--- config.mk ---
export PLATFORM = sky130hd
export DESIGN_NAME = key_click_longpress_detector
export DESIGN_NICKNAME = d
export VERILOG_FILES = /design/src/rtl/kcld_pkg.sv /design/src/rtl/key_click_longpress_detector.sv
export SDC_FILE = /design/constraint.sdc
export NUM_CORES = 2
export LEC_CHECK = 0
export BUFFER_PORTS_ARGS = -buffer_cell sky130_fd_sc_hd__clkbuf_2
export CAP_MARGIN = 20
export CORE_ASPECT_RATIO = 2
export CORE_UTILIZATION = 30
export CTS_BUF_LIST = sky130_fd_sc_hd__clkbuf_8
export DETAILED_ROUTE_END_ITERATION = 10
export SETUP_SLACK_MARGIN = 0.1
export SYNTH_ARGS = -nofsm -noshare
export SYNTH_HDL_FRONTEND = slang
export SYNTH_SLANG_ARGS = --single-unit
--- constraint.sdc ---
create_clock -name i_clk -period 11.4 [get_ports i_clk]
set_clock_uncertainty 0.05 [all_clocks]
set_input_delay 0.57 -clock i_clk [delete_from_list [all_inputs] [get_ports i_clk]]
set_output_delay 0.57 -clock i_clk [all_outputs]
set_load 0.03 [all_outputs]
--- src/rtl/kcld_pkg.sv ---
// Shared constants for the key click / long press detector.
`timescale 1ns / 1ps
package kcld_pkg;

    // Field widths fixed by the stream format
    localparam int PORT_W  = 3;
    localparam int EVENT_W = 5;
    localparam int TIME_W  = 16;
    localparam int CLICK_W = 4;

    localparam logic [CLICK_W-1:0] CLICK_MAX  = 4'd15;
    localparam logic [EVENT_W-1:0] EVENT_LONG = 5'd16;
    localparam logic [TIME_W-1:0]  TIME_MAX   = 16'hFFFF;

    // Configuration register indexes (byte address / 4)
    localparam logic [2:0] REG_PIN_MASK    = 3'd0;
    localparam logic [2:0] REG_PORT_ENABLE = 3'd1;
    localparam logic [2:0] REG_TICK_PERIOD = 3'd2;
    localparam logic [2:0] REG_OVER_TIME   = 3'd3;
    localparam logic [2:0] REG_LONG_PRESS  = 3'd4;

endpackage

--- src/rtl/key_click_longpress_detector.sv ---
// A scan tick is held in the input register and its result in the result register.
// One scan tick per cycle unless the result stream stalls; the selected port's state
// entry is read, updated and written back between the input and result registers.
// A stalled result transaction holds the input register and drops s_axis_tready.
// Reset (synchronous, active low) clears all port state, restores the register
// defaults and empties both stream registers.
`timescale 1ns / 1ps
module key_click_longpress_detector
    import kcld_pkg::*;
#(
    parameter int PORTS     = 8,
    parameter int PIN_WIDTH = 32
) (
    input  logic                   i_clk,
    input  logic                   i_rst_n,
    // APB configuration port
    input  logic                   psel,
    input  logic                   penable,
    input  logic                   pwrite,
    input  logic [4:0]             paddr,
    input  logic [31:0]            pwdata,
    output logic [31:0]            prdata,
    output logic                   pready,
    // Scan tick stream
    input  logic                   s_axis_tvalid,
    output logic                   s_axis_tready,
    // tdata: port_index[2:0], pin_levels[PIN_WIDTH+2:3], zero fill
    input  logic [((PORT_W+PIN_WIDTH+7)/8)*8-1:0] s_axis_tdata,
    // Result stream
    output logic                   m_axis_tvalid,
    input  logic                   m_axis_tready,
    // tdata: out_port[2:0], event_code[7:3], pressed_pins[PIN_WIDTH+7:8],
    //        press_time_ms[PIN_WIDTH+23:PIN_WIDTH+8], zero fill
    output logic [((PORT_W+EVENT_W+PIN_WIDTH+TIME_W+7)/8)*8-1:0] m_axis_tdata,
    // tuser: notify[0], released[1]
    output logic [1:0]             m_axis_tuser
);

    localparam int OUT_W = ((PORT_W + EVENT_W + PIN_WIDTH + TIME_W + 7) / 8) * 8;
    localparam int IDX_W = (PORTS > 1) ? $clog2(PORTS) : 1;

    // Configuration registers
    logic [31:0]       r_pin_mask;
    logic [7:0]        r_port_enable;
    logic [TIME_W-1:0] r_tick_period;
    logic [TIME_W-1:0] r_over_time;
    logic [TIME_W-1:0] r_long_press;

    logic       w_cfg_wr;
    logic [2:0] w_cfg_idx;

    assign pready    = 1'b1;
    assign w_cfg_idx = paddr[4:2];
    assign w_cfg_wr  = psel & penable & pwrite & pready;

    always_ff @(posedge i_clk) begin
        if (!i_rst_n) begin
            r_pin_mask    <= 32'd1;
            r_port_enable <= 8'd0;
            r_tick_period <= 16'd10;
            r_over_time   <= 16'd200;
            r_long_press  <= 16'd1000;
        end else if (w_cfg_wr) begin
            case (w_cfg_idx)
                REG_PIN_MASK:    r_pin_mask    <= pwdata;
                REG_PORT_ENABLE: r_port_enable <= pwdata[7:0];
                REG_TICK_PERIOD: r_tick_period <= pwdata[TIME_W-1:0];
                REG_OVER_TIME:   r_over_time   <= pwdata[TIME_W-1:0];
                REG_LONG_PRESS:  r_long_press  <= pwdata[TIME_W-1:0];
                default: ;
            endcase
        end
    end

    // Register readback
    always_comb begin
        case (w_cfg_idx)
            REG_PIN_MASK:    prdata = r_pin_mask;
            REG_PORT_ENABLE: prdata = {24'd0, r_port_enable};
            REG_TICK_PERIOD: prdata = {16'd0, r_tick_period};
            REG_OVER_TIME:   prdata = {16'd0, r_over_time};
            REG_LONG_PRESS:  prdata = {16'd0, r_long_press};
            default:         prdata = 32'd0;
        endcase
    end

    // Input register and pipeline advance
    logic                 r_in_valid;
    logic [PORT_W-1:0]    r_port;
    logic [PIN_WIDTH-1:0] r_levels;
    logic                 r_out_valid;
    logic                 w_advance;

    assign w_advance     = r_in_valid & (~r_out_valid | m_axis_tready);
    assign s_axis_tready = ~r_in_valid | w_advance;

    always_ff @(posedge i_clk) begin
        if (!i_rst_n) begin
            r_in_valid <= 1'b0;
        end else if (s_axis_tready) begin
            r_in_valid <= s_axis_tvalid;
        end
    end

    always_ff @(posedge i_clk) begin
        if (s_axis_tvalid && s_axis_tready) begin
            r_port   <= s_axis_tdata[PORT_W-1:0];
            r_levels <= s_axis_tdata[PORT_W +: PIN_WIDTH];
        end
    end

    // Per-port state
    logic [PORTS-1:0]     r_key_down;
    logic [PORTS-1:0]     r_release_seen;
    logic [CLICK_W-1:0]   r_click_count  [PORTS];
    logic [PIN_WIDTH-1:0] r_saved_levels [PORTS];
    logic [TIME_W-1:0]    r_elapsed      [PORTS];
    logic [EVENT_W-1:0]   r_report_event [PORTS];
    logic [PIN_WIDTH-1:0] r_report_pins  [PORTS];
    logic [TIME_W-1:0]    r_report_time  [PORTS];

    logic [IDX_W-1:0]     w_idx;
    logic                 w_port_ok;
    logic                 w_active;
    logic [PIN_WIDTH-1:0] w_mask;
    logic [PIN_WIDTH-1:0] w_m;
    logic [TIME_W:0]      w_sum;
    logic [TIME_W-1:0]    w_sat;
    logic [TIME_W:0]      w_limit;
    logic                 w_ended;

    logic                 n_down;
    logic                 n_rs;
    logic [CLICK_W-1:0]   n_cc;
    logic [PIN_WIDTH-1:0] n_saved;
    logic [TIME_W-1:0]    n_elapsed;
    logic [EVENT_W-1:0]   n_rev;
    logic [PIN_WIDTH-1:0] n_rpins;
    logic [TIME_W-1:0]    n_rtime;
    logic                 n_notify;
    logic                 n_rel;

    assign w_idx     = IDX_W'(r_port);
    assign w_port_ok = (32'(r_port) < PORTS);
    assign w_mask    = r_pin_mask[PIN_WIDTH-1:0];
    assign w_m       = r_levels & w_mask;
    assign w_active  = w_port_ok & r_port_enable[r_port] & (|w_mask);
    assign w_sum     = {1'b0, r_elapsed[w_idx]} + {1'b0, r_tick_period};
    assign w_sat     = w_sum[TIME_W] ? TIME_MAX : w_sum[TIME_W-1:0];
    assign w_limit   = {1'b0, r_report_time[w_idx]} + {1'b0, r_over_time};

    // Next state of the scanned port
    always_comb begin
        n_down    = r_key_down[w_idx];
        n_rs      = r_release_seen[w_idx];
        n_cc      = r_click_count[w_idx];
        n_saved   = r_saved_levels[w_idx];
        n_elapsed = r_elapsed[w_idx];
        n_rev     = r_report_event[w_idx];
        n_rpins   = r_report_pins[w_idx];
        n_rtime   = r_report_time[w_idx];
        n_notify  = 1'b0;
        n_rel     = 1'b0;
        w_ended   = 1'b0;
        if (w_active) begin
            if (!r_key_down[w_idx]) begin
                // Up mode: any masked pin low starts a press
                n_rs    = 1'b0;
                n_saved = w_m;
                n_down  = (w_m != w_mask);
                n_cc    = (w_m != w_mask) ? CLICK_W'(1) : '0;
            end else begin
                n_elapsed = w_sat;
                if (w_m == w_mask) begin
                    n_rs = 1'b1;
                    // Release long enough: detection is over
                    if ({1'b0, w_sat} >= w_limit) begin
                        w_ended   = 1'b1;
                        n_rs      = 1'b0;
                        n_down    = 1'b0;
                        n_rev     = (r_report_time[w_idx] > r_long_press) ?
                                    EVENT_LONG : {1'b0, r_click_count[w_idx]};
                        n_notify  = 1'b1;
                        n_rel     = 1'b1;
                        n_elapsed = '0;
                    end
                end else begin
                    n_rpins  = ~r_levels & w_mask;
                    n_rtime  = w_sat;
                    n_notify = 1'b1;
                end
                // Same pins pressed again after a release: one more click
                if (!w_ended && (w_m == r_saved_levels[w_idx]) && n_rs) begin
                    if (n_cc < CLICK_MAX) begin
                        n_cc = n_cc + CLICK_W'(1);
                    end
                    n_rs = 1'b0;
                end
            end
        end
    end

    always_ff @(posedge i_clk) begin
        if (!i_rst_n) begin
            r_key_down     <= '0;
            r_release_seen <= '0;
            for (int i = 0; i < PORTS; i++) begin
                r_click_count[i]  <= '0;
                r_saved_levels[i] <= '0;
                r_elapsed[i]      <= '0;
                r_report_event[i] <= '0;
                r_report_pins[i]  <= '0;
                r_report_time[i]  <= '0;
            end
        end else if (w_advance && w_port_ok) begin
            r_key_down[w_idx]     <= n_down;
            r_release_seen[w_idx] <= n_rs;
            r_click_count[w_idx]  <= n_cc;
            r_saved_levels[w_idx] <= n_saved;
            r_elapsed[w_idx]      <= n_elapsed;
            r_report_event[w_idx] <= n_rev;
            r_report_pins[w_idx]  <= n_rpins;
            r_report_time[w_idx]  <= n_rtime;
        end
    end

    // Result register
    logic [PORT_W-1:0]    r_out_port;
    logic                 r_out_notify;
    logic                 r_out_rel;
    logic [EVENT_W-1:0]   r_out_event;
    logic [PIN_WIDTH-1:0] r_out_pins;
    logic [TIME_W-1:0]    r_out_time;

    always_ff @(posedge i_clk) begin
        if (!i_rst_n) begin
            r_out_valid <= 1'b0;
        end else if (w_advance) begin
            r_out_valid <= 1'b1;
        end else if (m_axis_tready) begin
            r_out_valid <= 1'b0;
        end
    end

    always_ff @(posedge i_clk) begin
        if (w_advance) begin
            r_out_port   <= r_port;
            r_out_notify <= n_notify;
            r_out_rel    <= n_rel;
            // Out-of-range port reports zero event, pins and time
            r_out_event  <= w_port_ok ? n_rev   : '0;
            r_out_pins   <= w_port_ok ? n_rpins : '0;
            r_out_time   <= w_port_ok ? n_rtime : '0;
        end
    end

    assign m_axis_tvalid = r_out_valid;
    assign m_axis_tuser  = {r_out_rel, r_out_notify};
    assign m_axis_tdata  = OUT_W'({r_out_time, r_out_pins, r_out_event, r_out_port});

endmodule

==> results.yml <==
hold_path:
  hp-start: "i_rst_n"
  hp-class: "in -> reg"
synth:
  synthCells: 3729
  ys_warn_count: 0
  synth-async-reset-ratio: 0
  yosysTopAreaCell: "edfxtp_1"
  syn_area_mm2: 0.0479
  synth.distinct_cells: 84
  yosysTopAreaCellShare: 0.585
  synth_edf_count: 933
  avgSynthCellArea_um2: 12.8
  synth.most_common_cell: "nor2_1"
  synth-seq-area-share: 0.631
  synth_ff_type: "edfxtp_1"
  syn_nets: 3880
  ys_seq_elements: 1042
  synth_common_cells: "nor2_1 (953), edfxtp_1 (933), nand2_1 (293), mux4_2 (173), clkbuf_1 (152)"
  synthTopCellsByArea: "edfxtp_1 (59%), mux4_2 (8.1%), nor2_1 (7.5%)"
timing:
  hold_viol_final: 0
  setup_ws_ns: 3.64
  slew_violations: 0
  fin_crit_sh: 0.680
  totalNegativeSetupSlack_ns: 0
  setup_violations: 0
  period_needed_ns: 7.76
  worst_pin_slew_ns: 1.16
  rsz0062_at_grt: "false"
  max_slew_margin: 0.227
  max_clock_freq_mhz: 129
clocking:
  ctsResizeCount: 0
  cts_htree_levels: 4
  postCtsHoldBufs: 69
  cts_buffers: 147
  clk_pin_slew_ns: 0.07
  clk-insertion-delay-late_ns: 0.87
  cts_buffer_depth: 4
  cts.sinks: 1042
  cts_tree: "yes"
  cts_root_buf: "clkbuf_8"
  post_cts_buffers: 0
power:
  leakagePower_nw: 19.8
  vdd_drop_max_uv: 126
  power_density_mw_per_mm2: 153
grt:
  grt_pass1_wl_um: 215000
  grt_pass1_vias: 32951
  antenna_found_initial: 8
  grt-ovfl-total: 0
  grt_use_total: 0.179
  grt_start_max_net_pins: 105
outcome:
  status: "complete, no violations"
worst_setup_path:
  start_kind: "flop"
  r2r_slack_ns: 3.64
  critical_path_arrival_ns: 8.23
  crit_type: "reg -> reg"
  crit_buf_inv: 2
  cp_top_family: "compound AO/OA/AOI/OAI gates"
  critPathCaptureType: "flop"
  worstPathMaxFanout: 68
  crit_chain: "buf_12 > mux4_2 > mux2_2 > ha_1 > o21a_1 > o21ai_0 > o21bai_1 > or4_1 > a311oi_1 > nor2_1 > buf_4 > nand2_1 > ha_1 > nand4_1 > o21bai_1 > o311ai_0 > o211ai_1 > nand3_1 > a21o_2 > nand2_1 > a2bb2oi_1 > nor2_1"
  crit_path_top_delay_cell: "dfxtp_4"
  slowest_delay_ns: 0.63
  critPathRequiredTime_ns: 11.87
job:
  drv_cap: 0
final_layout:
  fillers: 15683
  fin_nets: 4087
  area_growth_pct: 13.0
  drive_above_1_share: 0.178
placed_design:
  dp_slack_ns: 3.67
  hpwlAfterDp_um: 91300
  gp_congestion: 0.891
  port_buffers: 168
detailed_routing:
  firstDrtPassIters: 5
  wl_per_cell_um: 23.9
  vias_per_cell: 5.14
  drt_iter0_markers: 2494
  drc: 0
  vias: 31545
  routed_wl_um: 147000
  antenna_left: 0
die:
  start_util: 0.301
  core_mm2: 0.159
  die_area_mm2: 0.161
  die_w_um: 284
  row_count: 207
  die_y_um: 567
  ios: 177
[per-layer routing]
layer  vias to the layer above  GRT usage  wire, µm
met5                         -          0         0
met4                         0      0.107      8950
met3                       383     0.0230      7740
met2                      1266      0.328     76300
met1                     15943      0.196     53800
li1                      13953          -         -
[registers in the layout (all words and copies together) (netlist names), 32 cells and up, named ones only]
name            cells
r_out_pins         32
r_report_event     40
r_saved_levels    256
r_pin_mask         32
r_click_count      32
r_levels           32
r_report_pins     256
r_report_time     128
r_elapsed         128
[per-stage QoR]
step	power [mW]	instances	utilization	hold slack, ns	instance area, µm²
final	8.28	6132	0.341	0.145	54100
after global routing	8.56	6130	0.341	0.143	54100
after CTS	8.34	6123	0.340	0.103	54100
after detailed placement	5.54	5807	0.320	0.395	50700
after global placement	5.52	5807	0.320	0.385	50700
after floorplan	5.19	3729	-	0.370	47900
[worst paths after layout]
path / depth (start not counted) / to
setup / recovery: 22 / r_elapsed[3][7]
hold / removal: 2 / r_tick_period[1]
setup reg to reg: 22 / r_elapsed[3][7]
hold reg to reg: 2 / r_release_seen[6]
[cell type report]
| type | instances | area (µm²) | share of cell area |
|---|---|---|---|
| diodes | 8 | 20.0 | 0.000370 |
| clock buffers | 151 | 2080 | 0.0384 |
| clock inverters | 96 | 542 | 0.0100 |
| inverters | 102 | 425 | 0.00787 |
| multi-input cells | 2355 | 16200 | 0.300 |
| flip-flops and latches | 1042 | 30200 | 0.559 |
| well taps | 2090 | 2620 | 0.0484 |
| repair buffers | 288 | 1950 | 0.0360 |
[cells by family after synthesis]
group | synth area share
xor+xnor | 0.00824
other cells | 0.0000784
fa+ha+maj | 0.0178
buf+inv | 0.0313
compound gates | 0.0563
mux | 0.129
simple gates | 0.126
flops | 0.631
[cell usage in the layout, fill, tap and decap left out, types with 9 or more instances in the layout]
cell and n:
a21o_1 15, a21oi_1 120, a21oi_2 32, a22o_1 16, a22oi_1 34, a22oi_2 14, a31oi_1 26, and2_1 19
buf_4 47, clkbuf_2 168, clkbuf_8 151, clkinv_1 15, clkinv_2 21, dfxtp_1 106, dlygate4sd3_1 69, edfxtp_1 933
ha_1 65, inv_1 141, inv_6 9, mux2_2 55, mux2i_1 141, mux4_2 173, nand2_1 292, nand3_1 29
nand4_1 19, nor2_1 952, nor2b_1 45, nor3_1 30, nor4_1 21, o21a_1 11, o21ai_0 49, o22ai_1 14
or3_1 13, xnor2_1 26, xor2_1 19
[power by group]
group	internal, mW	total (mW)	switching [mW]
combinational	0.372	1.09	0.722
clock	1.34	2.80	1.46
sequential	4.32	4.38	0.0660
total	6.03	8.28	2.25
Note: power is estimated with default switching activity, not from simulation.
